--- config.mk ---
export PLATFORM = sky130hd
export DESIGN_NAME = websocket_frame_deframer_unit
export DESIGN_NICKNAME = d
export VERILOG_FILES = /design/src/sv/wsfd_pkg.sv /design/src/sv/wsfd_parse.sv /design/src/sv/websocket_frame_deframer_unit.sv
export SDC_FILE = /design/constraint.sdc
export NUM_CORES = 1
export LEC_CHECK = 0
export BUFFER_PORTS_ARGS = -buffer_cell sky130_fd_sc_hd__buf_2
export CORE_MARGIN = 4
export CORE_UTILIZATION = 60
export DETAILED_ROUTE_END_ITERATION = 8
export GPL_TIMING_DRIVEN = 0
export PLACE_DENSITY = 0.82
export SLEW_MARGIN = 20
export SYNTH_ARGS = -nofsm -noshare
export SYNTH_HDL_FRONTEND = slang
export SYNTH_SLANG_ARGS = --single-unit
--- constraint.sdc ---
create_clock -name aclk -period 17 [get_ports aclk]
set_clock_uncertainty 0.05 [all_clocks]
set_input_delay 0.85 -clock aclk [delete_from_list [all_inputs] [get_ports aclk]]
set_output_delay 0.85 -clock aclk [all_outputs]
set_load 0.02 [all_outputs]
--- src/sv/wsfd_pkg.sv ---
`default_nettype none

package wsfd_pkg;

    // Width of the decoded frame length register (16 to 64).
    localparam int LEN_BITS = 64;

    localparam int MAX_LEN_W    = 32;
    localparam int FRAME_LEN_W  = 63;
    localparam int KIND_W       = 2;
    localparam int TDATA_W      = 80;

    localparam logic [6:0] LEN_CODE_EXT16 = 7'd126;
    localparam logic [6:0] LEN_CODE_EXT64 = 7'd127;

    localparam logic [MAX_LEN_W-1:0] MAX_LEN_RESET = 32'd65536;

    localparam logic [KIND_W-1:0] KIND_PAYLOAD  = 2'd0;
    localparam logic [KIND_W-1:0] KIND_EMPTY    = 2'd1;
    localparam logic [KIND_W-1:0] KIND_OVERSIZE = 2'd2;

    typedef struct packed {
        logic [KIND_W-1:0]      kind;
        logic [7:0]             payload_byte;
        logic [3:0]             opcode;
        logic                   fin;
        logic                   last_of_frame;
        logic [FRAME_LEN_W-1:0] frame_length;
    } result_t;

endpackage

`default_nettype wire

--- src/sv/wsfd_parse.sv ---
`default_nettype none

module wsfd_parse (
    input  wire logic                             aclk,
    input  wire logic                             aresetn,
    input  wire logic                             step,
    input  wire logic [7:0]                       data_byte,
    input  wire logic [wsfd_pkg::MAX_LEN_W-1:0]   max_len,
    output logic                                  res_valid,
    output wsfd_pkg::result_t                     res
);

    typedef enum logic [2:0] {
        PH_HEAD0,
        PH_HEAD1,
        PH_EXT,
        PH_MASK,
        PH_DATA
    } phase_t;

    phase_t                               phase_reg, phase_next;
    logic [2:0]                           count_reg, count_next;
    logic                                 ext_long_reg, ext_long_next;
    logic [wsfd_pkg::LEN_BITS-1:0]        len_reg, len_next;
    logic                                 ovf_reg, ovf_next;
    logic [31:0]                          key_reg, key_next;
    logic [1:0]                           key_idx_reg, key_idx_next;
    logic [wsfd_pkg::MAX_LEN_W-1:0]       remain_reg, remain_next;
    logic                                 fin_reg, fin_next;
    logic [3:0]                           opcode_reg, opcode_next;

    logic [63:0]                          len_ext;
    logic                                 oversize;
    logic [7:0]                           key_byte;

    assign len_ext  = 64'(len_reg);
    assign oversize = ovf_reg || (len_ext > 64'(max_len));

    // Key bytes are used most significant first.
    always_comb begin
        case (key_idx_reg)
            2'd0:    key_byte = key_reg[31:24];
            2'd1:    key_byte = key_reg[23:16];
            2'd2:    key_byte = key_reg[15:8];
            default: key_byte = key_reg[7:0];
        endcase
    end

    always_comb begin
        phase_next    = phase_reg;
        count_next    = count_reg;
        ext_long_next = ext_long_reg;
        len_next      = len_reg;
        ovf_next      = ovf_reg;
        key_next      = key_reg;
        key_idx_next  = key_idx_reg;
        remain_next   = remain_reg;
        fin_next      = fin_reg;
        opcode_next   = opcode_reg;

        res_valid         = 1'b0;
        res.kind          = wsfd_pkg::KIND_PAYLOAD;
        res.payload_byte  = 8'd0;
        res.opcode        = opcode_reg;
        res.fin           = fin_reg;
        res.last_of_frame = 1'b1;
        res.frame_length  = len_ext[wsfd_pkg::FRAME_LEN_W-1:0];

        case (phase_reg)
            PH_HEAD0: begin
                fin_next    = data_byte[7];
                opcode_next = data_byte[3:0];
                len_next    = '0;
                key_next    = '0;
                count_next  = '0;
                ovf_next    = 1'b0;
                phase_next  = PH_HEAD1;
            end
            PH_HEAD1: begin
                count_next    = '0;
                ext_long_next = (data_byte[6:0] == wsfd_pkg::LEN_CODE_EXT64);
                if (data_byte[6:0] < wsfd_pkg::LEN_CODE_EXT16) begin
                    len_next   = wsfd_pkg::LEN_BITS'(data_byte[6:0]);
                    phase_next = PH_MASK;
                end else begin
                    len_next   = '0;
                    phase_next = PH_EXT;
                end
            end
            PH_EXT: begin
                if (len_reg[wsfd_pkg::LEN_BITS-1 -: 8] != 8'd0) begin
                    ovf_next = 1'b1;
                end
                len_next = {len_reg[wsfd_pkg::LEN_BITS-9:0], data_byte};
                if (count_reg == (ext_long_reg ? 3'd7 : 3'd1)) begin
                    count_next = '0;
                    phase_next = PH_MASK;
                end else begin
                    count_next = count_reg + 3'd1;
                end
            end
            PH_MASK: begin
                key_next = {key_reg[23:0], data_byte};
                if (count_reg < 3'd3) begin
                    count_next = count_reg + 3'd1;
                end else begin
                    count_next   = '0;
                    key_idx_next = '0;
                    remain_next  = len_ext[wsfd_pkg::MAX_LEN_W-1:0];
                    if (oversize) begin
                        res_valid  = 1'b1;
                        res.kind   = wsfd_pkg::KIND_OVERSIZE;
                        phase_next = PH_HEAD0;
                    end else if (len_ext == 64'd0) begin
                        res_valid  = 1'b1;
                        res.kind   = wsfd_pkg::KIND_EMPTY;
                        phase_next = PH_HEAD0;
                    end else begin
                        phase_next = PH_DATA;
                    end
                end
            end
            PH_DATA: begin
                // A frame reaches this phase only with a length that fits
                // the 32-bit limit, so a 32-bit down count marks its end.
                res_valid         = 1'b1;
                res.payload_byte  = data_byte ^ key_byte;
                res.last_of_frame = (remain_reg == wsfd_pkg::MAX_LEN_W'(1));
                key_idx_next      = key_idx_reg + 2'd1;
                remain_next       = remain_reg - wsfd_pkg::MAX_LEN_W'(1);
                if (remain_reg == wsfd_pkg::MAX_LEN_W'(1)) begin
                    phase_next = PH_HEAD0;
                end
            end
            default: begin
                phase_next = PH_HEAD0;
            end
        endcase
    end

    always_ff @(posedge aclk) begin
        if (!aresetn) begin
            phase_reg    <= PH_HEAD0;
            count_reg    <= '0;
            ext_long_reg <= 1'b0;
            len_reg      <= '0;
            ovf_reg      <= 1'b0;
            key_reg      <= '0;
            key_idx_reg  <= '0;
            remain_reg   <= '0;
            fin_reg      <= 1'b0;
            opcode_reg   <= '0;
        end else if (step) begin
            phase_reg    <= phase_next;
            count_reg    <= count_next;
            ext_long_reg <= ext_long_next;
            len_reg      <= len_next;
            ovf_reg      <= ovf_next;
            key_reg      <= key_next;
            key_idx_reg  <= key_idx_next;
            remain_reg   <= remain_next;
            fin_reg      <= fin_next;
            opcode_reg   <= opcode_next;
        end
    end

endmodule

`default_nettype wire

--- src/sv/websocket_frame_deframer_unit.sv ---
// WebSocket frame deframer with payload unmasking.
// The s_ channel carries the received byte stream, one byte per request in
// s_tdata. Each frame is a two-byte header, 0, 2 or 8 big-endian extended
// length bytes, a 4-byte mask key and the payload. Every payload byte leaves
// on the m_ channel unmasked, with the frame's opcode, FIN bit and length.
// An empty frame gives one request of kind "empty" and a frame longer than
// the configured limit gives one request of kind "oversize", both at the last
// mask key byte; the kind travels in m_tuser and the frame end in m_tlast.
// The limit is written through cfg_wr_en / cfg_wr_data; the user must write it
// only while the block idles, as the block itself does not enforce this. A
// byte is held in the input register and then parsed into the result register,
// from which its result is offered on the m_ channel. Throughput is one byte
// per cycle while no result is stalled by m_tready. When m_tready is low the
// result register holds its request, the input register still takes a byte if
// it is empty, and then s_tready falls until the result is taken. Synchronous
// active-low reset empties both registers, returns the parser to the first
// header byte and sets the limit to 65536.

`default_nettype none

module websocket_frame_deframer_unit (
    input  wire logic                               aclk,
    input  wire logic                               aresetn,
    input  wire logic                               cfg_wr_en,
    input  wire logic [wsfd_pkg::MAX_LEN_W-1:0]     cfg_wr_data,
    input  wire logic                               s_tvalid,
    output logic                                    s_tready,
    // [7:0] data_byte
    input  wire logic [7:0]                         s_tdata,
    output logic                                    m_tvalid,
    input  wire logic                               m_tready,
    // [7:0] payload_byte, [11:8] opcode, [12] fin, [75:13] frame_length,
    // [79:76] zero
    output logic [wsfd_pkg::TDATA_W-1:0]            m_tdata,
    // [1:0] kind
    output logic [wsfd_pkg::KIND_W-1:0]             m_tuser,
    output logic                                    m_tlast
);

    logic [wsfd_pkg::MAX_LEN_W-1:0] max_len_reg;

    logic                           in_valid_reg;
    logic [7:0]                     in_byte_reg;

    logic                           out_valid_reg;
    wsfd_pkg::result_t              out_res_reg;

    logic                           out_free;
    logic                           step;
    logic                           res_valid;
    wsfd_pkg::result_t              res;

    // The result register frees up when it is empty or being taken; the
    // parser steps whenever a byte waits and its result has a place to go.
    assign out_free = !out_valid_reg || m_tready;
    assign step     = in_valid_reg && out_free;
    assign s_tready = !in_valid_reg || out_free;

    always_ff @(posedge aclk) begin
        if (!aresetn) begin
            max_len_reg <= wsfd_pkg::MAX_LEN_RESET;
        end else if (cfg_wr_en) begin
            max_len_reg <= cfg_wr_data;
        end
    end

    // Input register.
    always_ff @(posedge aclk) begin
        if (!aresetn) begin
            in_valid_reg <= 1'b0;
        end else if (s_tready) begin
            in_valid_reg <= s_tvalid;
        end
    end

    always_ff @(posedge aclk) begin
        if (s_tvalid && s_tready) begin
            in_byte_reg <= s_tdata;
        end
    end

    wsfd_parse u_parse (
        .aclk      (aclk),
        .aresetn   (aresetn),
        .step      (step),
        .data_byte (in_byte_reg),
        .max_len   (max_len_reg),
        .res_valid (res_valid),
        .res       (res)
    );

    // Result register. Header, length and key bytes step the parser without
    // producing a request, but for the last key byte of an empty or oversize frame.
    always_ff @(posedge aclk) begin
        if (!aresetn) begin
            out_valid_reg <= 1'b0;
        end else if (out_free) begin
            out_valid_reg <= step && res_valid;
        end
    end

    always_ff @(posedge aclk) begin
        if (step && res_valid) begin
            out_res_reg <= res;
        end
    end

    assign m_tvalid = out_valid_reg;
    assign m_tuser  = out_res_reg.kind;
    assign m_tlast  = out_res_reg.last_of_frame;
    assign m_tdata  = {4'd0, out_res_reg.frame_length, out_res_reg.fin,
                       out_res_reg.opcode, out_res_reg.payload_byte};

endmodule

`default_nettype wire

Yosys cells after proc, flatten, opt, wreduce, memory -nomap -nowiden
Index checks and enable logic that the tools add are counted.
Widths: inputs -> output; s select.

operators by class
  add/subtract/negate cells = 3
  bitwise gates (word level) = 2
  magnitude comparators = 3
  eq/ne operators = 13
  multiplexer cells = 27
  reduce and logical (&&, ||, !) cells = 28

operator list
  cell                   number
  $pmux 64 s3            1
  $pmux 32 s2            2
  $gt 64x32->1           1
  $logic_not 64->1       1
  $eq 32x1->1 const B    1
  $mux 32                1
  $sub 32x1->32 const B  1
  $mux 3                 8
  $pmux 8 s3             1
  $pmux 3 s5             1
  $reduce_and 2->1       5
  $pmux 3 s3             1
  $reduce_bool 8->1      1
  $xor 8x8->8            1
  $eq 7x7->1 const B     1
  $lt 7x7->1 const B     1
  $mux 7                 1
  $eq 3x2->1 const B     2
  $mux 1                 6
  $ne 2x1->1 const B     3
  $reduce_and 3->1       2
  $reduce_bool 2->1      3
  $reduce_bool 3->1      2
  $mux 2                 2
  20 further kinds       27

storage, ports and cells
  input bits = 45
  register bits after elaboration = 264
  output and inout port bits = 85
  word-level logic and storage cells = 97

Depth between registers and ports, before layout
Gate-level depths: netlist of run 1.

  word-level depth = 6
  depth in mapped cells = 9
  depth with buffers taken out = 8

By module
Synthesis of run 1 repeated with hierarchy kept, for this count alone.

second synthesis, totals
  cell total of the unflattened synthesis = 1177
  area total of the unflattened synthesis = 11888.9 µm²

modules (own cells, without submodules)
  module                         cells an instance  times used  area each (µm²)  sequential area each (µm²)
  wsfd_parse                     969                1           7903.8           2862.7
  websocket_frame_deframer_unit  208                1           3985.1           3293.2

Worst setup path before layout of run 1
Ideal clock, no wire load.

  path kind = input port to flip-flop
  start = in m_tready
  end = reg out_res_reg, in the netlist m_tdata[0] (enable)
  slack = 10945 ps
  stages = 6
  data arrival time = 5462 ps
  path buffers = 2
  library setup time = 543 ps
  required time = 16407 ps
  cell sequence = nand2b_1 and2_1 clkbuf_1 o21ai_2 buf_2 a21oi_1

on the way
  word-level cells in the longest chain between the ends = 3

ends and longest elaborated chain
  what                    RTL line                              source
  start: declaration      websocket_frame_deframer_unit.sv:31   input wire logic m_tready,
  $logic_or 1x1->1        websocket_frame_deframer_unit.sv:55   assign out_free = !out_valid_reg || m_tready;
  $logic_and 1x1->1       websocket_frame_deframer_unit.sv:56   assign step = in_valid_reg && out_free;
  $logic_and 1x1->1       websocket_frame_deframer_unit.sv:103  if (step && res_valid) begin
  end signal: assignment  websocket_frame_deframer_unit.sv:104  out_res_reg <= res;
  end: declaration        websocket_frame_deframer_unit.sv:46   wsfd_pkg::result_t out_res_reg;

No other way between the ends.
A chain may end at the register's enable or synchronous reset.

Worst setup path in the final report of run 1
  start = reg u_parse.len_reg, in the netlist u_parse.len_ext[0]
  end = reg out_res_reg, in the netlist m_tdata[50] (enable)

on the way
  word-level cells in the longest chain between the ends = 6
  elaborated cells between the ends (all ways) = 8
  classes of those cells = 1 x order compare; 4 x mux; 3 x reduce/logical

ends and longest elaborated chain
  what                                                     RTL line                              source
  start: declaration                                       wsfd_parse.sv:24                      logic [wsfd_pkg::LEN_BITS-1:0] len_reg, len_next;
  start signal: assignment                                 wsfd_parse.sv:157                     len_reg <= len_next;
  $gt 64x32->1 / $logic_not 64->1 (equally long branches)  wsfd_parse.sv:37, wsfd_parse.sv:114
  $logic_or 1x1->1 / $mux 1 (equally long branches)        wsfd_parse.sv:37, wsfd_parse.sv:114
  $mux 1 *                                                 wsfd_parse.sv:110                     if (oversize) begin
  $mux 1 *                                                 wsfd_parse.sv:104                     if (count_reg < 3'd3) begin
  $pmux 1 s2 *                                             wsfd_parse.sv:69                      case (phase_reg)
  $logic_and 1x1->1 *                                      websocket_frame_deframer_unit.sv:103

Mark *: on every way between the ends. The rest lies on a longest branch, timed or not.

==> results of run 1 <==
[critical path, stage by stage, from the launching register on]
cell,delay (ns)
dfxtp_1,0.64
inv_1,0.10
ha_1,0.29
nand4_1,0.10
nor4_1,0.70
a211o_1,0.23
o22ai_1,0.18
nor4_4,0.52
a21oi_4,0.25
buf_16,0.24
buf_16,0.18
[stage by stage]
stage | power [mW] | cells | setup slack [ns] | utilization
6_report | 1.308 | 1611 | 13.25 | 0.7123
5_1_grt | 1.344 | 1611 | 13.13 | 0.7123
4_1_cts | 1.308 | 1611 | 13.39 | 0.7123
2_1_floorplan | 0.7134 | 1200 | 10.95 | -
3_3_place_gp | 0.7336 | 1558 | 8.891 | 0.6606
3_5_place_dp | 0.7359 | 1561 | 13.42 | 0.6656
[cell type report]
cell class                      count  area [µm²]  share of cell area
Buffer                             79       330.3             0.02479
Clock inverter                     15       137.6             0.01033
Timing Repair Buffer              127       703.2             0.05277
Sequential cell                   264        6156              0.4620
Clock buffer                       35       735.7             0.05522
Tap cell                          234       292.8             0.02197
Inverter                           43       161.4             0.01211
Multi-Input combinational cell    814        4807              0.3608
[final timing paths]
| path | slack, ns | startpoint | end | cells past startpoint |
|---|---|---|---|---|
| worst max-delay path | 13.25 | u_parse.len_ext[0] | m_tdata[50] | 10 |
| worst min-delay path | 0.38 | u_parse.opcode_reg[2] | m_tdata[10] | 0 |
| worst max register to register | 13.25 | u_parse.len_ext[0] | m_tdata[50] | 10 |
| worst min register to register | 0.38 | u_parse.opcode_reg[2] | m_tdata[10] | 0 |
[power by group through the flow]
stage / logic, mW / registers [mW] / clock network (mW)
finish: 0.0609 / 0.663 / 0.584
global placement: 0.0574 / 0.676 / 0
floorplan: 0.0400 / 0.673 / 0
global route: 0.0664 / 0.664 / 0.614
CTS: 0.0600 / 0.663 / 0.585
detailed placement: 0.0593 / 0.677 / 0
[Yosys cell counts (all sizes together) (29+ instances only)]
library cell / number
edfxtp: 87
a21oi: 141
nand2: 147
o21ai: 51
clkbuf: 55
dfxtp: 177
inv: 42
nand3: 103
mux2i: 38
ha: 39
nor2: 98
nor4: 29
[cells by family (layout without fill, tap and decap cells)]
kind of cell / Yosys count / after routing / synth area share
and+or+nand+nor: 452 / 452 / 0.1916
other: 1 / 4 / 0.0003280
adders and majority gates: 39 / 39 / 0.04268
xor gates and xnor gates: 8 / 8 / 0.006129
AOI/OAI and AO/OA: 272 / 272 / 0.1435
DFF: 264 / 264 / 0.5385
buffers and inverters: 122 / 299 / 0.04301
muxes: 39 / 39 / 0.03426
[per-layer routing]
metal,vias up,track usage,wire [µm],share of wire
li1,4628,-,-,-
met1,4644,0.3709,12390,0.40
met2,582,0.4468,14080,0.45
met3,124,0.05959,3348,0.11
met4,0,0.1392,1540,0.049
met5,-,0,0,0
==> out/metrics.cfg, run 1 <==
[final_layout]
diodes=0
layout_commonest_cell=dfxtp_1
final_cell_mix=dfxtp_1 (177), nand2_1 (145), a21oi_1 (139), buf_2 (136), nand3_1 (102)
finalNetCount=1440
final_cell_area_um2=13320
syn2layout_area_growth_pct=16.55
nFillCells=1370
largest_reg_flops=76
layout-drive-gt1-share=0.1525

[sta]
fin_crit_sh=0.2205
max_freq_mhz=266.7
hold_viol=0
setup_tns_ns=0
setup_viol=0
drv_slew=0
period_needed_ns=3.749
relSlewSlack=0.3914
rsz0062_at_grt=false
finalHoldWorstSlack_ns=0.3823
worstMarginPinSlew_ns=0.9046

[logic_synthesis]
synthCells=1197
yosysWarnings=0
synth_area_leaders=dfxtp_1 (31%), edfxtp_1 (23%), a21oi_1 (6.1%), nand2_1 (4.8%), nand3_1 (4.5%)
synth.avg_cell_area_um2=9.551
netlist.area_leader.share=0.3099
syn_area_um2=11430
ys_types=70
ys.flop_type=dfxtp_1
synth_edf_count=87
ys_seq_elements=264
yosys.area.top_type=dfxtp_1
synthArstFlopShare=0
synth_seq_area_share=0.5385

[routing]
vias=9978
drtIter0Drc=1066
drt_wl_total_um=31350
drc_errors=0
antenna_left=0
vias_per_cell=6.194
wl_per_cell_um=19.46
dr.pass1.iters=5

[power]
p_comb_frac=0.047
switching_power_mw=0.2961
p_sw_frac=0.2263
cellLeakagePower_nw=4.977
p_per_area_nw_per_um2=98.19
ir_worst_vdd_v=0.00008099
p_int_mw=1.012
pwr-share-seq=0.507
p_clk_frac=0.447

[die]
core_area_um2=18710
initial_utilization=0.6112
row_count=50
die_x_um=146.0
fp.dieH_um=146.0
die_area_um2=21330
ios=130

[placement]
io_buffers=124
dp_hpwl_um=21880
gp_congestion=0.9510
placed_cell_area_um2=12450

[setup_path]
path_max_fanout=27
setup.worst_path.end_class=flip-flop
critPathLaunchType=flip-flop
required_ns=17.24
critPathKind=reg -> reg
worstPathArrival_ns=3.99

[grt]
grt_max_degree=28
antenna_found_initial=0
grt_usage=0.2821
grt-ovfl-total=0
grt_pass1_wl_um=49450
grt_pass1_vias=9680

[clock_tree]
cts_sinks=264
cts_buffer_depth=3
post_cts_resized=0
h-tree-depth=1
cts_tree=yes
post_cts_buffers=0
root_buffer=clkbuf_16
cts_buffers=27
cts_hold_buf=0
worstSkewPairLatency_ns=0.55
cts.clk_slew.worst_paths_ns=0.06

[status]
outcome=complete, no violations

[flow_run]
maxCapViolCount=0

[hold_path]
holdCritPathClass=reg -> reg

No activity file was read; power rests on OpenSTA's default activity.
==> inputs of run 2 (changes only) <==
--- a/config.mk
+++ b/config.mk
@@ -7,10 +7,10 @@
 export LEC_CHECK = 0
 export BUFFER_PORTS_ARGS = -buffer_cell sky130_fd_sc_hd__buf_2
 export CORE_MARGIN = 4
-export CORE_UTILIZATION = 60
+export CORE_UTILIZATION = 58
 export DETAILED_ROUTE_END_ITERATION = 8
 export GPL_TIMING_DRIVEN = 0
-export PLACE_DENSITY = 0.82
+export PLACE_DENSITY = 0.79
 export SLEW_MARGIN = 20
 export SYNTH_ARGS = -nofsm -noshare
 export SYNTH_HDL_FRONTEND = slang
==> constraint.sdc (replaced) <==
create_clock -name aclk -period 3.5 [get_ports aclk]
set_clock_uncertainty 0.05 [all_clocks]
set_input_delay 0.175 -clock aclk [delete_from_list [all_inputs] [get_ports aclk]]
set_output_delay 0.175 -clock aclk [all_outputs]
set_load 0.02 [all_outputs]
==> run 2 against run 1 <==
  * Maximum frequency increased by 16%
  * Die area increased by 3.3%
  * First-iteration DRC count increased by 9.1%
  * Hold slack got worse by 0.34 ns
  * Cell count increased by 4.9%
  * Combinational power increased to 5.6 times the previous value
  * Routed wire length increased by 4.2%
  * Register-to-register slack got worse by 13 ns
  * Via count increased by 4.0%
  * Clock power increased to 5.3 times the previous value
==> out/metrics.cfg, run 2 (same netlist as run 1, synthesis figures left out) <==
[status]
outcome=complete, no violations

[setup_path]
r2r_slack_ns=0.27  ; -12.98 ns
slowest_stage=dfxtp_1
worstPathArrival_ns=3.47  ; -0.52 ns
crit_chain=inv_1, ha_1, nand4_1, nor4_2, a211o_1, o22ai_1, nor4_4, a21oi_4, buf_12, buf_4
cp_top_family=simple AND/OR/NAND/NOR gates
path_max_fanout=7  ; -74%
critPathKind=reg -> reg
setup.worst_path.end_class=flip-flop
critPathLaunchType=flip-flop
critPathMaxStageDelay_ns=0.64  ; -0.06 ns
crit_buf_inv=3  ; unchanged
required_ns=3.74  ; -13.50 ns

[routing]
wl_per_cell_um=19.33  ; -0.66%
drtIter0Drc=1163  ; +9.1%
vias=10374  ; +4.0%
antenna_left=0  ; unchanged
vias_per_cell=6.138  ; -0.89%
drc_errors=0  ; unchanged
dr.pass1.iters=6  ; +1
drt_wl_total_um=32680  ; +4.2%

[hold_path]
holdCritPathClass=in -> reg

[placement]
placed_cell_area_um2=12490  ; +0.31%
io_buffers=124  ; unchanged
gp_congestion=0.9954  ; +4.7%
dp_hpwl_um=21540  ; -1.6%

[die]
ios=130  ; unchanged
row_count=51  ; +2.0%
initial_utilization=0.5893  ; -0.02184
die_area_um2=22020  ; +3.3%
fp.dieH_um=148.4  ; +1.6%
die_x_um=148.4  ; +1.6%
core_area_um2=19400  ; +3.7%

[final_layout]
finalNetCount=1487  ; +3.3%
final_cell_area_um2=13940  ; +4.6%
syn2layout_area_growth_pct=21.97
final_cell_mix=dfxtp_1 (177), nand2_1 (145), a21oi_1 (139), buf_2 (136), nand3_1 (102)
layout-drive-gt1-share=0.1517  ; -0.0008201
layout_commonest_cell=dfxtp_1
largest_reg_flops=76  ; unchanged

[sta]
drv_slew=0  ; unchanged
rsz0062_at_grt=false
finalHoldWorstSlack_ns=0.03863  ; -0.3437 ns
relSlewSlack=0.4493  ; +0.05798
hold_viol=0  ; unchanged
fin_crit_sh=0.9215  ; +0.7010
setup_viol=0  ; unchanged
period_needed_ns=3.225  ; -0.5239 ns
max_freq_mhz=310.1  ; +16%
worstMarginPinSlew_ns=0.8260  ; -0.07863 ns

[grt]
grt_pass1_wl_um=50570  ; +2.3%
grt-ovfl-total=0  ; unchanged
grt_pass1_vias=9726  ; +0.48%
grt_max_degree=29  ; +3.6%
grt_usage=0.2856  ; +0.003504
antenna_found_initial=0  ; unchanged

[clock_tree]
cts_buffer_depth=3  ; unchanged
cts_sinks=264  ; unchanged
h-tree-depth=1  ; unchanged
cts.clk_slew.worst_paths_ns=0.06  ; about the same
worstSkewPairLatency_ns=0.55  ; about the same
root_buffer=clkbuf_16
cts_buffers=27  ; unchanged
cts_tree=yes

[power]
cellLeakagePower_nw=5.222  ; +4.9%
p_per_area_nw_per_um2=479.3  ; +390%
ir_worst_vdd_v=0.0003646  ; +350%

[flow_run]
maxCapViolCount=0  ; unchanged

run 2: where the power goes:
group	internal, mW	switching, mW	leakage, nW
sequential	3.18	0.0375	2.25
clock	1.89	1.23	0.472
combinational	0.131	0.210	2.50
total	5.21	1.47	5.22
run 2: metal layers:
layer / GRT usage / part of all wire
met1: 0.3708 / 0.38
met2: 0.4627 / 0.46
met3: 0.05515 / 0.11
met4: 0.1381 / 0.052
met5: 0 / 0
run 2: final timing paths:
kind	cells after the start	startpoint	end
setup / recovery	10	u_parse.len_ext[0]	m_tdata[36]
hold / removal	3	cfg_wr_en	max_len_reg[25]
setup reg to reg	10	u_parse.len_ext[0]	m_tdata[36]
hold reg to reg	0	u_parse.opcode_reg[1]	m_tdata[9]
run 2: repair_timing:
action,in CTS,in global routing
buffers inserted,0,4
endpoints found under the setup margin,0,79
hold buffers,43,0
gates resized for setup,0,1
hold endpoints to repair,43,0
run 2: metrics by stage:
| step | TNS, ns | instances | util | total power [mW] | setup slack, ns |
|---|---|---|---|---|---|
| after floorplan | 0 | 1200 | - | 3.466 | 0.1160 |
| after global placement | -76.00 | 1589 | 0.6396 | 3.567 | -0.9655 |
| after detailed placement | 0 | 1592 | 0.6438 | 3.576 | 0.08369 |
| after CTS | 0 | 1685 | 0.7161 | 6.687 | 0.05256 |
| after global routing | 0 | 1689 | 0.7187 | 6.871 | 0.1944 |
| final | 0 | 1690 | 0.7188 | 6.683 | 0.2748 |
run 2: layout make-up:
| cell class | instances | area [µm²] |
|---|---|---|
| clock inverters | 18 | 267.8 |
| well taps | 265 | 331.6 |
| clock buffers | 32 | 704.4 |
| repair buffers | 174 | 1176 |
| flip-flops and latches | 264 | 6156 |
| diodes | 1 | 2.502 |
| fillers | 1409 | 5455 |
| plain buffers | 79 | 330.3 |
| inverters | 43 | 161.4 |
| multi-input cells | 814 | 4813 |
run 2: worst min-delay path, stage by stage:
cell and delay [ns]:
clkbuf_1 0.18, mux2i_1 0.16, nor2_1 0.08
==> inputs of run 3 (changes only) <==
--- a/config.mk
+++ b/config.mk
@@ -5,12 +5,15 @@
 export SDC_FILE = /design/constraint.sdc
 export NUM_CORES = 1
 export LEC_CHECK = 0
+export ABC_AREA = 1
 export BUFFER_PORTS_ARGS = -buffer_cell sky130_fd_sc_hd__buf_2
+export CELL_PAD_IN_SITES_DETAIL_PLACEMENT = 0
+export CELL_PAD_IN_SITES_GLOBAL_PLACEMENT = 2
 export CORE_MARGIN = 4
-export CORE_UTILIZATION = 58
+export CORE_UTILIZATION = 35
 export DETAILED_ROUTE_END_ITERATION = 8
 export GPL_TIMING_DRIVEN = 0
-export PLACE_DENSITY = 0.79
+export PLACE_DENSITY = 0.76
 export SLEW_MARGIN = 20
 export SYNTH_ARGS = -nofsm -noshare
 export SYNTH_HDL_FRONTEND = slang
==> run 3 against run 2 <==
  * Power grew 9.3%
  * Sequential cell count is the same
  * Maximum frequency shrank 2.3%
  * Final area grew 2.4%
  * Count of clock-buffer cells in the layout grew 3
  * Register-to-register slack lost 0.08 ns
  * Largest cell class unchanged
==> out/metrics.cfg, run 3 <==
[status]
outcome=complete, no violations

[die]
die_area_um2=35860  ; +63%
die_x_um=189.4  ; +28%
initial_utilization=0.3539  ; -0.2354
row_count=66  ; +29%
ios=130  ; unchanged
core_area_um2=32540  ; +68%
fp.dieH_um=189.4  ; +28%

[logic_synthesis]
yosys.area.top_type=dfxtp_1
muxShareOfSynthArea=0  ; -0.03426
synth.avg_cell_area_um2=8.529  ; -11%
synthCells=1350  ; +13%
synth.most_common_cell=a21oi_1
synth-compound-area-share=0.1874  ; +0.04396
ys.flop_type=dfxtp_1
ys_seq_elements=264  ; unchanged
ys_types=40  ; -43%
synth_area_leaders=dfxtp_1 (31%), edfxtp_1 (23%), a21oi_1 (8.9%), nand2_1 (6.1%), o21ai_0 (5.4%)
synth_top_family_by_area=compound AO/OA/AOI/OAI gates
synth_edf_count=87  ; unchanged
synthArstFlopShare=0  ; unchanged
syn_area_um2=11510  ; +0.72%
netlist.area_leader.share=0.3077  ; -0.002223
yosysWarnings=0  ; unchanged
yosys.area_share.simple=0.1571  ; -0.03452
synth_seq_area_share=0.5346  ; -0.003862
synth_xor_area_frac=0.008367  ; +0.002238
ys_top_cells_by_count=a21oi_1 (205), nand2_1 (187), dfxtp_1 (177)
synthAdderAreaFrac=0.04238  ; -0.0003061

[clock_tree]
worstSkewPairLatency_ns=0.56  ; about the same
h-tree-depth=1  ; unchanged
cts_tree=yes
root_buffer=clkbuf_16
cts.clk_slew.worst_paths_ns=0.06  ; about the same
cts_buffers=29  ; +7.4%
cts_buffer_depth=3  ; unchanged
cts_sinks=264  ; unchanged

[final_layout]
layout-drive-gt1-share=0.1322  ; -0.01949
largest_reg_flops=76  ; unchanged
final_cell_mix=a21oi_1 (205), nand2_1 (186), dfxtp_1 (176), nor2_1 (146), buf_2 (136)
syn2layout_area_growth_pct=23.94
final_cell_area_um2=14270  ; +2.4%
finalNetCount=1642  ; +10%
fin_util=0.4386  ; -0.2802
diodes=0  ; -1
layout_commonest_cell=a21oi_1
nFillCells=3392  ; +140%
fin_cells=2023  ; +20%

[routing]
vias_per_cell=4.904  ; -20%
vias=9920  ; -4.4%
wl_per_cell_um=18.48  ; -4.4%
drc_errors=0  ; unchanged
drt_wl_total_um=37380  ; +14%
drtIter0Drc=518  ; -55%
dr.pass1.iters=5  ; -1
antenna_left=0  ; unchanged

[setup_path]
critPathKind=reg -> reg
path_max_fanout=28  ; +21
worstPathArrival_ns=3.50  ; +0.03 ns
critPathLaunchType=flip-flop
required_ns=3.70  ; -0.04 ns
setup.worst_path.end_class=flip-flop

[sta]
period_needed_ns=3.301  ; +0.07552 ns
max_freq_mhz=303.0  ; -2.3%
fin_crit_sh=0.9431  ; +0.02158
setup_slack_ns=0.1993  ; -0.07552 ns
setup_viol=0  ; unchanged
drv_slew=0  ; unchanged
rsz0062_at_grt=false
finalHoldWorstSlack_ns=0.1241  ; +0.08547 ns
hold_viol=0  ; unchanged
relSlewSlack=0.3884  ; -0.06095
worstMarginPinSlew_ns=0.9174  ; +0.09143 ns

[grt]
antenna_found_initial=1  ; +1
grt_max_degree=38  ; +31%
grt_usage=0.2024  ; -0.08326
grt_pass1_vias=9799  ; +0.75%
grt-ovfl-total=0  ; unchanged
grt_pass1_wl_um=57420  ; +14%

[placement]
dp_cells=1921  ; +21%
pre_cts_slack_ns=-0.5753  ; -0.6590 ns
io_buffers=124  ; unchanged
gp_congestion=0.8407  ; -16%
placed_cell_area_um2=12750  ; +2.1%
dp_hpwl_um=27420  ; +27%

[power]
cellLeakagePower_nw=5.804  ; +11%
ir_worst_vdd_v=0.0003441  ; -5.6%
p_per_area_nw_per_um2=511.8  ; +6.8%

[flow_run]
maxCapViolCount=0  ; unchanged

[hold_path]
holdCritPathClass=in -> reg

[run 3: cell types whose count changed after synthesis, sizes merged, moves of 20 or more]
cell,before,now
mux2i,38,0
a21oi,141,205
o21ai,51,130
a211oi,6,26
nor2,98,150
nand3,103,60
inv,42,125
nand2,147,187
nor4,29,9
[run 3: worst paths after layout]
| kind | start | end | slack [ns] | cells after the start |
|---|---|---|---|---|
| worst min-delay path | cfg_wr_en | max_len_reg[24] | 0.12 | 4 |
| worst max register to register | u_parse.len_ext[31] | m_tdata[72] | 0.20 | 15 |
| worst min register to register | u_parse.opcode_reg[3] | m_tdata[11] | 0.38 | 0 |
| worst max-delay path | u_parse.len_ext[31] | m_tdata[72] | 0.20 | 15 |
[run 3: worst max-delay path, cell delays in order (launching register included)]
cell        delay, ns
dfxtp_1          0.39
ha_1             0.33
nand2_1          0.08
nor2_1           0.19
nand2_2          0.16
nor4_4           0.41
nand2_1          0.10
nand2_1          0.07
nand2_1          0.05
nand2_1          0.19
nand2_1          0.11
nand2_1          0.07
nand2_1          0.18
clkinvlp_4       0.14
buf_4            0.19
clkbuf_16        0.25
[run 3: kinds of logic after synthesis]
family | after synthesis
AOI/OAI and AO/OA | 398
xor gates and xnor gates | 11
adders and majority gates | 39
buffers and inverters | 205
DFF | 264
other | 1
and+or+nand+nor | 432
[run 3: per-stage QoR]
step           total power [mW]  TNS [ns]
2_1_floorplan             3.794         0
3_3_place_gp              4.049   -100.93
3_5_place_dp              4.055    -31.49
4_1_cts                   7.382         0
5_1_grt                   7.603         0
6_report                  7.305         0
[run 3: area by class of cell]
type,instances,area (µm²),area share
repair inverters,1,7.507,0.0005260
repair buffers,173,1139,0.07978
multi-input cells,884,4584,0.3212
clock buffers,35,768.2,0.05383
plain buffers,76,319.1,0.02236
clock inverters,19,255.2,0.01789
flip-flops and latches,264,6157,0.4314
inverters,129,488.0,0.03419
well taps,442,553.0,0.03875
[run 3: per-layer routing]
metal | global-route usage | wire, µm | vias to the layer above
met3 | 0.02821 | 1580 | 44
met5 | 0 | 13 | -
met2 | 0.3505 | 17850 | 207
li1 | - | - | 5016
met4 | 0.03951 | 577 | 2
met1 | 0.2727 | 17370 | 4651
[run 3: repair_timing]
action                     in CTS  in global routing
setup endpoints to repair      79                 37
hold buffers                   45                  0
hold endpoints to repair       42                  0
gates resized for setup         4                  1
pin swaps                       0                  1
buffers inserted                1                  1
gates cloned                    1                  1
[run 3: where the power goes]
group / switching, mW / internal (mW) / total, mW
clock network: 1.27 / 2.00 / 3.27
logic: 0.404 / 0.227 / 0.632
registers: 0.131 / 3.27 / 3.40
total: 1.81 / 5.50 / 7.30
